**config.mk**
```make
export PLATFORM = sky130hd
export DESIGN_NAME = polar_block_puncturer_unit_flat
export DESIGN_NICKNAME = d
export VERILOG_FILES = /design/src/rtl/pbp_pkg.sv /design/src/rtl/pbp_ifs.sv /design/src/rtl/pbp_cfg_regs.sv /design/src/rtl/pbp_mask_mem.sv /design/src/rtl/pbp_compact.sv /design/src/rtl/polar_block_puncturer_unit.sv /design/src/flat_wrapper.sv
export VERILOG_INCLUDE_DIRS = /design/src /design/src/rtl
export SDC_FILE = /design/constraint.sdc
export NUM_CORES = 1
export LEC_CHECK = 0
export ABC_CLOCK_PERIOD_IN_PS = 28500
export BUFFER_PORTS_ARGS = -buffer_cell sky130_fd_sc_hd__buf_2
export CAP_MARGIN = 15
export CORE_ASPECT_RATIO = 0.8
export CORE_MARGIN = 2
export CORE_UTILIZATION = 40
export DETAILED_ROUTE_END_ITERATION = 10
export MAX_ROUTING_LAYER = met4
export PLACE_DENSITY = 0.65
export SETUP_SLACK_MARGIN = 0.4
export SLEW_MARGIN = 20
export SYNTH_ARGS = -nofsm -noshare
export SYNTH_HDL_FRONTEND = slang
export SYNTH_SLANG_ARGS = --single-unit
```
**constraint.sdc**
```tcl
create_clock -name clk -period 28.5 [get_ports clk]
set_clock_uncertainty 0.1 [all_clocks]
set_input_delay 1.425 -clock clk [delete_from_list [all_inputs] [get_ports clk]]
set_output_delay 1.425 -clock clk [all_outputs]
set_load 0.005 [all_outputs]
```
**src/rtl/polar_block_puncturer_unit_assert.svh**
```systemverilog
// ----------------------------------------------------------------------------
// Assertion macros for the polar block puncturer
// Shared concurrent assertion forms, clocked on a rising edge and held off
// while reset is high.
// ----------------------------------------------------------------------------
`ifndef POLAR_BLOCK_PUNCTURER_UNIT_ASSERT_SVH
`define POLAR_BLOCK_PUNCTURER_UNIT_ASSERT_SVH

// The consequent must hold in the same cycle as the antecedent.
`define PBP_ASSERT_IMPL(label, clk, rst, ante, cons) \
  label: assert property (@(posedge clk) disable iff (rst) (ante) |-> (cons)) \
    else $error("pbp: same-cycle check failed");

// The consequent must hold in the cycle after the antecedent.
`define PBP_ASSERT_NEXT(label, clk, rst, ante, cons) \
  label: assert property (@(posedge clk) disable iff (rst) (ante) |=> (cons)) \
    else $error("pbp: next-cycle check failed");

`endif

```
**src/rtl/pbp_pkg.sv**
```systemverilog
// ----------------------------------------------------------------------------
// Polar block puncturer package
// Commands, shared structs, size helpers and the block length decode.
// ----------------------------------------------------------------------------
`timescale 1ns / 1ps
`default_nettype none

package pbp_pkg;

  // Default parent length bound of the mask store.
  localparam int MAX_PARENT_LENGTH_DEF = 1024;

  // Field widths.
  localparam int BLEN_W = 11;
  localparam int POS_W  = 10;

  // Block length after reset.
  localparam logic [BLEN_W-1:0] BLOCK_LENGTH_RESET = 11'd1024;

  // A 10-bit position reaches at most this many mask bytes.
  localparam int POS_BYTES = 128;
  // An 11-bit block length gives a parent of at most this many bytes.
  localparam int MAX_PARENT_BYTES = 256;

  // Input commands. Code 3 has no meaning and is ignored.
  typedef enum logic [1:0] {
    CMD_CLEAR = 2'd0,
    CMD_POS   = 2'd1,
    CMD_DATA  = 2'd2
  } cmd_t;

  // Lengths decoded from the block length register.
  typedef struct packed {
    logic [11:0] parent_len;
    logic [10:0] needed;
    logic [7:0]  out_limit;
    logic [8:0]  parent_bytes;
  } cfg_t;

  // One item held in the mask-read stage.
  typedef struct packed {
    logic [1:0]       cmd;
    logic [POS_W-1:0] position;
    logic [7:0]       data;
    logic             in_range;
    logic             wrap;
  } s1_item_t;

  // Control from the compaction stage to the mask store.
  typedef struct packed {
    logic       wr_en;
    logic       clear;
    logic [2:0] bit_sel;
  } mask_ctl_t;

  // Number of mask bytes that can ever be written.
  function automatic int mask_depth(int max_len);
    return (max_len / 8 < POS_BYTES) ? max_len / 8 : POS_BYTES;
  endfunction

  // Number of parent bytes the byte index has to cover.
  function automatic int index_depth(int max_len);
    return (max_len / 8 < MAX_PARENT_BYTES) ? max_len / 8 : MAX_PARENT_BYTES;
  endfunction

  // Index width for a given depth, at least one bit.
  function automatic int width_for(int depth);
    return (depth > 1) ? $clog2(depth) : 1;
  endfunction

  // Decode the block length into effective, parent and derived lengths.
  function automatic cfg_t derive_cfg(logic [BLEN_W-1:0] bl, logic [15:0] cap);
    logic [15:0] eff;
    logic [15:0] e;
    logic [15:0] p;
    logic [15:0] need;
    int          msb;
    cfg_t        r;
    eff = (16'(bl) > cap) ? cap : 16'(bl);
    eff = eff & 16'hFFF8;
    if (eff < 16'd8) begin
      eff = 16'd8;
    end
    // Parent is the smallest power of two not below the effective length.
    e   = eff - 16'd1;
    msb = 0;
    for (int i = 0; i < 16; i++) begin
      if (e[i]) begin
        msb = i;
      end
    end
    p = 16'd2 << msb;
    if (p > cap) begin
      p = cap;
    end
    need           = p - eff;
    r.parent_len   = p[11:0];
    r.needed       = need[10:0];
    r.out_limit    = eff[10:3];
    r.parent_bytes = p[11:3];
    return r;
  endfunction

endpackage

`default_nettype wire

```
**src/rtl/pbp_ifs.sv**
```systemverilog
// ----------------------------------------------------------------------------
// Polar block puncturer channel interfaces
// Valid/ready channels for input items, result items and register writes.
// ----------------------------------------------------------------------------
`timescale 1ns / 1ps
`default_nettype none

// Input item channel.
interface pbp_item_if;
  logic       valid;
  logic       ready;
  logic [1:0] command;
  logic [9:0] position;
  logic [7:0] data_byte;
  modport source (output valid, output command, output position, output data_byte,
                  input ready);
  modport sink (input valid, input command, input position, input data_byte,
                output ready);
endinterface

// Result item channel.
interface pbp_result_if;
  logic       valid;
  logic       ready;
  logic [7:0] out_byte;
  logic       last_byte;
  logic       short_list_error;
  modport source (output valid, output out_byte, output last_byte,
                  output short_list_error, input ready);
  modport sink (input valid, input out_byte, input last_byte, input short_list_error,
                output ready);
endinterface

// Block length register write channel.
interface pbp_cfg_if;
  logic        valid;
  logic        ready;
  logic [10:0] block_length;
  modport source (output valid, output block_length, input ready);
  modport sink (input valid, input block_length, output ready);
endinterface

`default_nettype wire

```
**src/rtl/pbp_cfg_regs.sv**
```systemverilog
// ----------------------------------------------------------------------------
// Polar block puncturer configuration register
// Takes block length writes and keeps the decoded parent and output lengths.
// ----------------------------------------------------------------------------
`timescale 1ns / 1ps
`default_nettype none

module pbp_cfg_regs #(
  parameter int MAX_PARENT_LENGTH = pbp_pkg::MAX_PARENT_LENGTH_DEF
) (
  input  logic          clk,
  input  logic          rst,
  pbp_cfg_if.sink       cfg_wr,
  output pbp_pkg::cfg_t cfg
);

  localparam logic [15:0] CAP_LEN = 16'(MAX_PARENT_LENGTH & ~7);

  // Writes are always taken.
  assign cfg_wr.ready = 1'b1;

  // Decode at write time so the lengths are ready for the next item.
  always_ff @(posedge clk) begin
    if (rst) begin
      cfg <= pbp_pkg::derive_cfg(pbp_pkg::BLOCK_LENGTH_RESET, CAP_LEN);
    end else if (cfg_wr.valid) begin
      cfg <= pbp_pkg::derive_cfg(cfg_wr.block_length, CAP_LEN);
    end
  end

endmodule

`default_nettype wire

```
**src/rtl/pbp_mask_mem.sv**
```systemverilog
// ----------------------------------------------------------------------------
// Polar block puncturer mask store
// Synchronous mask memory with per-entry valid bits, read-modify-write of
// one puncture bit and forwarding of a write to a read of the same entry.
// ----------------------------------------------------------------------------
`timescale 1ns / 1ps
`default_nettype none

module pbp_mask_mem #(
  parameter int MAX_PARENT_LENGTH = pbp_pkg::MAX_PARENT_LENGTH_DEF
) (
  input  logic                         clk,
  input  logic                         rst,
  input  logic                         rd_en,
  input  logic [pbp_pkg::width_for(pbp_pkg::mask_depth(MAX_PARENT_LENGTH))-1:0] rd_addr,
  input  pbp_pkg::mask_ctl_t           ctl,
  output logic [7:0]                   mask_byte
);

  localparam int MEM_DEPTH = pbp_pkg::mask_depth(MAX_PARENT_LENGTH);
  localparam int MEM_AW    = pbp_pkg::width_for(MEM_DEPTH);

  logic [7:0]           mem [MEM_DEPTH];
  logic [MEM_DEPTH-1:0] entry_valid;
  logic [7:0]           rd_q;
  logic [MEM_AW-1:0]    raddr_q;
  logic [7:0]           wr_data;
  logic                 fwd;

  // Entries not written since the last clear read as zero.
  assign mask_byte = entry_valid[raddr_q] ? rd_q : 8'h00;

  // A write always targets the entry held by the current stage.
  assign wr_data = mask_byte | (8'h80 >> ctl.bit_sel);
  assign fwd     = ctl.wr_en && (rd_addr == raddr_q);

  // Memory write port.
  always_ff @(posedge clk) begin
    if (ctl.wr_en) begin
      mem[raddr_q] <= wr_data;
    end
  end

  // Registered read port, taking a same-cycle write to the same entry.
  always_ff @(posedge clk) begin
    if (rd_en) begin
      rd_q    <= fwd ? wr_data : mem[rd_addr];
      raddr_q <= rd_addr;
    end
  end

  // Valid bits: cleared at once by reset or a clear command.
  always_ff @(posedge clk) begin
    if (rst || ctl.clear) begin
      entry_valid <= '0;
    end else if (ctl.wr_en) begin
      entry_valid[raddr_q] <= 1'b1;
    end
  end

endmodule

`default_nettype wire

```
**src/rtl/pbp_compact.sv**
```systemverilog
// ----------------------------------------------------------------------------
// Polar block puncturer compaction stage
// Applies each item to the counters, packs kept bits into bytes, requests
// mask writes and holds the result register.
// ----------------------------------------------------------------------------
`timescale 1ns / 1ps
`default_nettype none

module pbp_compact (
  input  logic                clk,
  input  logic                rst,
  input  logic                s1_valid,
  input  pbp_pkg::s1_item_t   s1,
  input  pbp_pkg::cfg_t       cfg,
  input  logic [7:0]          mask_byte,
  pbp_result_if.source        results,
  output logic                advance,
  output pbp_pkg::mask_ctl_t  mem_ctl
);

  logic [7:0]  acc;
  logic [2:0]  fill;
  logic [7:0]  ocount;
  logic [10:0] marked;
  logic        error_flag;

  logic [7:0]  acc_next;
  logic [2:0]  fill_next;
  logic [7:0]  ocount_next;
  logic [7:0]  emit_byte;
  logic        emit_last;
  logic        produce;
  logic        below_needed;

  // Pack the kept bits of one data byte, MSB first.
  always_comb begin
    logic [7:0] m;
    logic [7:0] a;
    logic [3:0] f;
    logic [7:0] c;
    logic       prod;
    m         = s1.in_range ? mask_byte : 8'h00;
    a         = acc;
    f         = {1'b0, fill};
    c         = ocount;
    prod      = 1'b0;
    emit_byte = 8'h00;
    emit_last = 1'b0;
    for (int i = 0; i < 8; i++) begin
      if (!m[3'(7 - i)] && (c < cfg.out_limit)) begin
        a = {a[6:0], s1.data[3'(7 - i)]};
        f = f + 4'd1;
        if (f == 4'd8) begin
          emit_byte = a;
          c         = c + 8'd1;
          emit_last = (c == cfg.out_limit);
          prod      = 1'b1;
          a         = 8'h00;
          f         = 4'd0;
        end
      end
    end
    acc_next    = a;
    fill_next   = f[2:0];
    ocount_next = c;
    produce     = s1_valid && (s1.cmd == pbp_pkg::CMD_DATA) && prod;
  end

  // Stage control and mask write request.
  always_comb begin
    below_needed    = marked < cfg.needed;
    advance         = s1_valid && !(produce && results.valid && !results.ready);
    mem_ctl.wr_en   = advance && (s1.cmd == pbp_pkg::CMD_POS) && below_needed &&
                      s1.in_range && ({2'b00, s1.position} < cfg.parent_len);
    mem_ctl.clear   = advance && (s1.cmd == pbp_pkg::CMD_CLEAR);
    mem_ctl.bit_sel = s1.position[2:0];
  end

  // Stream and list counters.
  always_ff @(posedge clk) begin
    if (rst) begin
      acc        <= '0;
      fill       <= '0;
      ocount     <= '0;
      marked     <= '0;
      error_flag <= 1'b0;
    end else if (advance) begin
      case (s1.cmd)
        pbp_pkg::CMD_CLEAR: begin
          acc        <= '0;
          fill       <= '0;
          ocount     <= '0;
          marked     <= '0;
          error_flag <= 1'b0;
        end
        pbp_pkg::CMD_POS: begin
          if (below_needed) begin
            marked <= marked + 11'd1;
          end
        end
        pbp_pkg::CMD_DATA: begin
          error_flag <= error_flag | below_needed;
          if (s1.wrap) begin
            acc    <= '0;
            fill   <= '0;
            ocount <= '0;
          end else begin
            acc    <= acc_next;
            fill   <= fill_next;
            ocount <= ocount_next;
          end
        end
        default: begin
        end
      endcase
    end
  end

  // Result register: loaded by a finished byte, emptied when taken.
  always_ff @(posedge clk) begin
    if (rst) begin
      results.valid <= 1'b0;
    end else if (advance && produce) begin
      results.valid <= 1'b1;
    end else if (results.ready) begin
      results.valid <= 1'b0;
    end
  end

  always_ff @(posedge clk) begin
    if (advance && produce) begin
      results.out_byte         <= emit_byte;
      results.last_byte        <= emit_last;
      results.short_list_error <= error_flag | below_needed;
    end
  end

endmodule

`default_nettype wire

```
**src/rtl/polar_block_puncturer_unit.sv**
```systemverilog
// A completing data item goes through the mask-read stage into the result register.
// Throughput: one item per cycle unless results stall; one mask read per item; a
// byte of output needs a byte of input, so the mask memory read port sets the rate.
// Reset: the mask valid bits and all counters clear in the reset cycle, the
// block length returns to 1024; no clearing pass runs.
// ----------------------------------------------------------------------------
// Polar block puncturer top level
// Byte index and mask read issue, mask store, compaction and register.
// ----------------------------------------------------------------------------
`timescale 1ns / 1ps
`default_nettype none

`include "polar_block_puncturer_unit_assert.svh"

module polar_block_puncturer_unit #(
  parameter int MAX_PARENT_LENGTH = pbp_pkg::MAX_PARENT_LENGTH_DEF
) (
  input  logic         clk,
  input  logic         rst,
  pbp_item_if.sink     items,
  pbp_result_if.source results,
  pbp_cfg_if.sink      cfg_wr
);

  localparam int MEM_DEPTH = pbp_pkg::mask_depth(MAX_PARENT_LENGTH);
  localparam int MEM_AW    = pbp_pkg::width_for(MEM_DEPTH);
  localparam int IDX_W     = pbp_pkg::width_for(pbp_pkg::index_depth(MAX_PARENT_LENGTH));

  pbp_pkg::cfg_t      cfg;
  pbp_pkg::s1_item_t  s1;
  pbp_pkg::mask_ctl_t mem_ctl;
  logic               s1_valid;
  logic               s1_adv;
  logic               accept;
  logic [IDX_W-1:0]   byte_index;
  logic               last_in_block;
  logic [9:0]         raw_addr;
  logic               rd_in_range;
  logic [MEM_AW-1:0]  rd_addr;
  logic [7:0]         mask_byte;

  // Input handshake: take an item whenever the mask-read stage is empty or moves on.
  assign items.ready = !s1_valid || s1_adv;
  assign accept      = items.valid && items.ready;

  // Mask read address: byte index for data, position byte for all other commands.
  always_comb begin
    last_in_block = (9'(byte_index) + 9'd1) >= cfg.parent_bytes;
    if (items.command == pbp_pkg::CMD_DATA) begin
      raw_addr = 10'(byte_index);
    end else begin
      raw_addr = {3'b000, items.position[9:3]};
    end
    rd_in_range = raw_addr < 10'(MEM_DEPTH);
    rd_addr     = raw_addr[MEM_AW-1:0];
  end

  // Byte index of the parent codeword, wrapping at the end of the block and restarting on a clear.
  always_ff @(posedge clk) begin
    if (rst) begin
      byte_index <= '0;
    end else if (accept) begin
      case (items.command)
        pbp_pkg::CMD_CLEAR: begin
          byte_index <= '0;
        end
        pbp_pkg::CMD_DATA: begin
          byte_index <= last_in_block ? '0 : byte_index + IDX_W'(1);
        end
        default: begin
        end
      endcase
    end
  end

  // Mask-read stage register.
  always_ff @(posedge clk) begin
    if (rst) begin
      s1_valid <= 1'b0;
    end else if (accept) begin
      s1_valid <= 1'b1;
    end else if (s1_adv) begin
      s1_valid <= 1'b0;
    end
  end

  always_ff @(posedge clk) begin
    if (accept) begin
      s1.cmd      <= items.command;
      s1.position <= items.position;
      s1.data     <= items.data_byte;
      s1.in_range <= rd_in_range;
      s1.wrap     <= (items.command == pbp_pkg::CMD_DATA) && last_in_block;
    end
  end

  pbp_cfg_regs #(
    .MAX_PARENT_LENGTH (MAX_PARENT_LENGTH)
  ) u_cfg (
    .clk    (clk),
    .rst    (rst),
    .cfg_wr (cfg_wr),
    .cfg    (cfg)
  );

  pbp_mask_mem #(
    .MAX_PARENT_LENGTH (MAX_PARENT_LENGTH)
  ) u_mask (
    .clk       (clk),
    .rst       (rst),
    .rd_en     (accept),
    .rd_addr   (rd_addr),
    .ctl       (mem_ctl),
    .mask_byte (mask_byte)
  );

  pbp_compact u_compact (
    .clk       (clk),
    .rst       (rst),
    .s1_valid  (s1_valid),
    .s1        (s1),
    .cfg       (cfg),
    .mask_byte (mask_byte),
    .results   (results),
    .advance   (s1_adv),
    .mem_ctl   (mem_ctl)
  );

  // A new result only follows a data item leaving the mask-read stage.
  `PBP_ASSERT_IMPL(a_result_from_data, clk, rst, $rose(results.valid), $past(s1_adv && (s1.cmd == pbp_pkg::CMD_DATA)))
  // Mask writes come only from an in-range position item that moves on.
  `PBP_ASSERT_IMPL(a_write_source, clk, rst, mem_ctl.wr_en, s1_adv && s1.in_range && (s1.cmd == pbp_pkg::CMD_POS) && !mem_ctl.clear)
  // A clear item restarts the parent byte index.
  `PBP_ASSERT_NEXT(a_clear_index, clk, rst, accept && (items.command == pbp_pkg::CMD_CLEAR), byte_index == '0)

endmodule

`default_nettype wire
```
**src/flat_wrapper.sv**
```systemverilog
// flat-port wrapper written by rule: the top's interface ports become plain ports
module polar_block_puncturer_unit_flat 
#(
  parameter int MAX_PARENT_LENGTH = pbp_pkg::MAX_PARENT_LENGTH_DEF
)
  (clk, rst, items_valid, items_command, items_position, items_data_byte, items_ready, results_valid, results_out_byte, results_last_byte, results_short_list_error, results_ready, cfg_wr_valid, cfg_wr_block_length, cfg_wr_ready);
  pbp_item_if items_i ();
  pbp_result_if results_i ();
  pbp_cfg_if cfg_wr_i ();
  input  logic clk;
  input  logic rst;
  input wire logic [$bits(items_i.valid)-1:0] items_valid;
  input wire logic [$bits(items_i.command)-1:0] items_command;
  input wire logic [$bits(items_i.position)-1:0] items_position;
  input wire logic [$bits(items_i.data_byte)-1:0] items_data_byte;
  output wire logic [$bits(items_i.ready)-1:0] items_ready;
  output wire logic [$bits(results_i.valid)-1:0] results_valid;
  output wire logic [$bits(results_i.out_byte)-1:0] results_out_byte;
  output wire logic [$bits(results_i.last_byte)-1:0] results_last_byte;
  output wire logic [$bits(results_i.short_list_error)-1:0] results_short_list_error;
  input wire logic [$bits(results_i.ready)-1:0] results_ready;
  input wire logic [$bits(cfg_wr_i.valid)-1:0] cfg_wr_valid;
  input wire logic [$bits(cfg_wr_i.block_length)-1:0] cfg_wr_block_length;
  output wire logic [$bits(cfg_wr_i.ready)-1:0] cfg_wr_ready;
  assign items_i.valid = items_valid;
  assign items_i.command = items_command;
  assign items_i.position = items_position;
  assign items_i.data_byte = items_data_byte;
  assign items_ready = items_i.ready;
  assign results_valid = results_i.valid;
  assign results_out_byte = results_i.out_byte;
  assign results_last_byte = results_i.last_byte;
  assign results_short_list_error = results_i.short_list_error;
  assign results_i.ready = results_ready;
  assign cfg_wr_i.valid = cfg_wr_valid;
  assign cfg_wr_i.block_length = cfg_wr_block_length;
  assign cfg_wr_ready = cfg_wr_i.ready;
  polar_block_puncturer_unit #(.MAX_PARENT_LENGTH(MAX_PARENT_LENGTH)) u_core (.clk(clk), .rst(rst), .items(items_i), .results(results_i), .cfg_wr(cfg_wr_i));
endmodule
```
==> impl_metrics.tcl <==
set metrics [dict create \
    post-route-period-util_pct 51.6 \
    fillCellCount 7758 \
    cts-htree-levels 3 \
    worstHoldPathCells 1 \
    overflow 0 \
    nNetsFinal 3199 \
    clk_path_buf_depth 3 \
    yosys_register_bits 744 \
    power_density_nw_per_um2 61.8 \
    syn_inst 3122 \
    layout_commonest_cell "nand2_1" \
    highest_layer "met4" \
    hold_viol_final 0 \
    setup_viol 0 \
    row_count 95 \
    cts_resized 0 \
    hold-path-endpoint "u_core.u_mask.entry_valid[48]" \
    dp_hpwl_um 53500 \
    synth.lib_cells_used.distinct 82 \
    worstRegToRegCells 49 \
    async_reset_ff_share_pct 0 \
    numPortBuffers 40 \
    final_util_pct 44.9 \
    drtIter0Drc 2395 \
    max_slew.worst_pin.slew_ns 1.08 \
    maxCapViolCount 0 \
    synth_fp_nets 3236 \
    final_cell_mix "nand2_1 (592), edfxtp_1 (550), nand3_1 (302)" \
    synth_edf_count 550 \
    wl_per_cell_um 20.4 \
    synth_area_sq_um 34300 \
    drc 0 \
    core_sq_um 84400 \
    grt_pass1_wl_um 133000 \
    cp.arrival_ns 13.19 \
    antenna_left 0 \
    hold_buffers 0 \
    cts-root-buf "clkbuf_16" \
    crit_path_frequent_cell "o21a_1" \
    r2r_end "u_core.u_compact.results.out_byte[5]" \
    routed_wl_um 87200 \
    path_buf_inv 7 \
    slew_violations 0 \
    drive_above_1_share_pct 8.33 \
    cp_top_family "compound AO/OA/AOI/OAI gates" \
    io_pins 49 \
    grtUsageTotal_pct 20.2 \
    status "finished, final reports clean" \
    start_kind "flip-flop" \
    cp_max_fo 52 \
    endpoint_kind "primary output" \
    leakagePower_uw 0.0136 \
    grt_max_degree 129 \
    fmax_mhz 68.0 \
    dieArea_sq_um 88000 \
    antenna_cells 0 \
    critPathMaxStageDelay_ns 0.89 \
    place.gp.congestion 0.892 \
    met2_length_um 38400 \
    rsz0062_at_grt "no" \
    syn_area_per_cell_sq_um 11.0 \
    cp_slowest_cell "and3_1" \
    route.met3.wl_um 6740 \
    ff_latch_area_sq_um 20400 \
    first_pass_iters 6 \
    clkSlewWorstSetupHoldPaths_ns 0.06 \
    cts_setup_buffers 0 \
    wl_met1_um 40300 \
    timing.rr.start "u_core.u_mask.raddr_q[0]" \
    finalCriticalPeriod_ns 14.71 \
    tritoncts "done" \
    cts.sinks 744 \
    vias 23600 \
    hold_start "u_core.u_mask.entry_valid[48]" \
    peakVddDrop_mv 0.0485 \
    multi_input_comb_area_sq_um 12900 \
    yosys_warnings 0 \
    syn_to_final_growth_pct 10.6 \
    total_power_uw 2340 \
    grt_antenna_before_repair 0 \
    die-height_um 266 \
    maxSlewHeadroom_pct 27.6 \
    worst_ep_required_time_ns 26.97 \
    routed_via_density 5.55 \
    start_util_pct 40.6 \
    numCtsBuffers 74 \
    ys_seq_area_share_pct 59.5 \
    clk_latency_ns 0.65 \
    setup_tns_ns 0 \
    r2r_setup_slack_ns 14.93 \
    synth-main-ff-cell "edfxtp_1" \
    worst-setup-path-type "reg -> out" \
    grt_pass1_vias 22500 \
    hp-class "reg -> reg" \
    die_x_um 331 \
]
## flip-flops by register name, summed over array words and instances, names as in the netlist, 8 cells and up
register,flops
u_core.s1,17
u_core.u_cfg.cfg,27
u_core.u_compact.marked,11
u_core.u_compact.ocount,8
u_core.u_compact.results.out_byte,8
u_core.u_mask.entry_valid,128
u_core.u_mask.mem,512
## layer usage
| layer | up-vias | global-route usage (%) |
|---|---|---|
| met3 | 133 | 3.63 |
| met1 | 11500 | 29.3 |
| met4 | 0 | 5.04 |
| met5 | - | - |
| li1 | 11200 | - |
| met2 | 761 | 29.4 |
## power breakdown
group / total [uW] / internal, uW / switching, uW / leakage [uW]
Clock: 987 / 558 / 429 / 0.00120
Sequential: 1170 / 1160 / 5.69 / 0.00702
Combinational: 185 / 55.6 / 129 / 0.00535
## cell type report
class	instances	area share [%]
Inverter	70	0.720
Clock buffer	100	5.30
Multi-Input combinational cell	2114	34.0
Tap cell	1115	3.68
Timing Repair Buffer	81	1.37
Clock inverter	38	1.10
Sequential cell	744	53.8
## per-stage QoR
step / hold WS [ns] / area (sq um) / setup WS, ns / std cells
final: 0.363 / 37900 / 13.79 / 4262
after global routing: 0.374 / 37900 / 13.06 / 4262
after floorplan: 0.329 / 34300 / 17.89 / 3122
after global placement: 0.344 / 35500 / 14.90 / 4124
after CTS: 0.366 / 37900 / 14.00 / 4262
after detailed placement: 0.352 / 35500 / 14.71 / 4124
## Yosys cell counts, types with 7 or more instances
library cell	instances	share of area, %
a21o_1	9	0.20
ha_1	77	2.8
xnor2_1	65	1.7
nand3_1	302	4.4
buf_2	8	0.12
a31oi_1	15	0.27
edfxtp_1	550	48
buf_4	11	0.24
nand2b_1	25	0.46
nand2_1	592	6.5
o21ai_1	10	0.15
a211oi_1	10	0.22
o211ai_1	14	0.31
and3_1	44	0.80
nor3b_1	8	0.18
a311oi_1	89	2.3
and2_1	11	0.20
clkbuf_1	138	1.5
nor3_1	20	0.29
o22ai_1	44	0.80
nor2_1	209	2.3
o31ai_1	7	0.15
nand4_1	15	0.27
nand3b_1	7	0.15
nor2b_1	29	0.53
a22o_1	7	0.18
o21ai_0	48	0.70
dfxtp_1	194	11
buf_1	31	0.34
or2_2	9	0.16
xor2_1	37	0.95
o21a_1	151	3.3
a22oi_1	10	0.22
inv_1	65	0.71
a21oi_1	63	0.92
mux2i_1	101	3.0
## worst max-delay path by stage
stage / start / to / cells past startpoint
2_1_floorplan: u_core.u_mask.raddr_q[0] / items_ready / 49
3_3_place_gp: u_core.u_mask.raddr_q[0] / items_ready / 49
3_5_place_dp: u_core.u_mask.raddr_q[0] / items_ready / 47
4_1_cts: u_core.u_mask.raddr_q[0] / items_ready / 47
5_1_grt: u_core.u_mask.raddr_q[0] / items_ready / 49
6_report: u_core.u_mask.raddr_q[0] / items_ready / 49
## logic make-up after synthesis
| family | synth area share, % |
|---|---|
| flops | 59.5 |
| simple gates | 17.2 |
| compound gates | 10.6 |
| buf+inv | 3.17 |
| xor+xnor | 3.33 |
| mux | 3.21 |
| fa+ha+maj | 2.87 |
| other cells | 0.0109 |
Power figures use the tool's default switching activity.
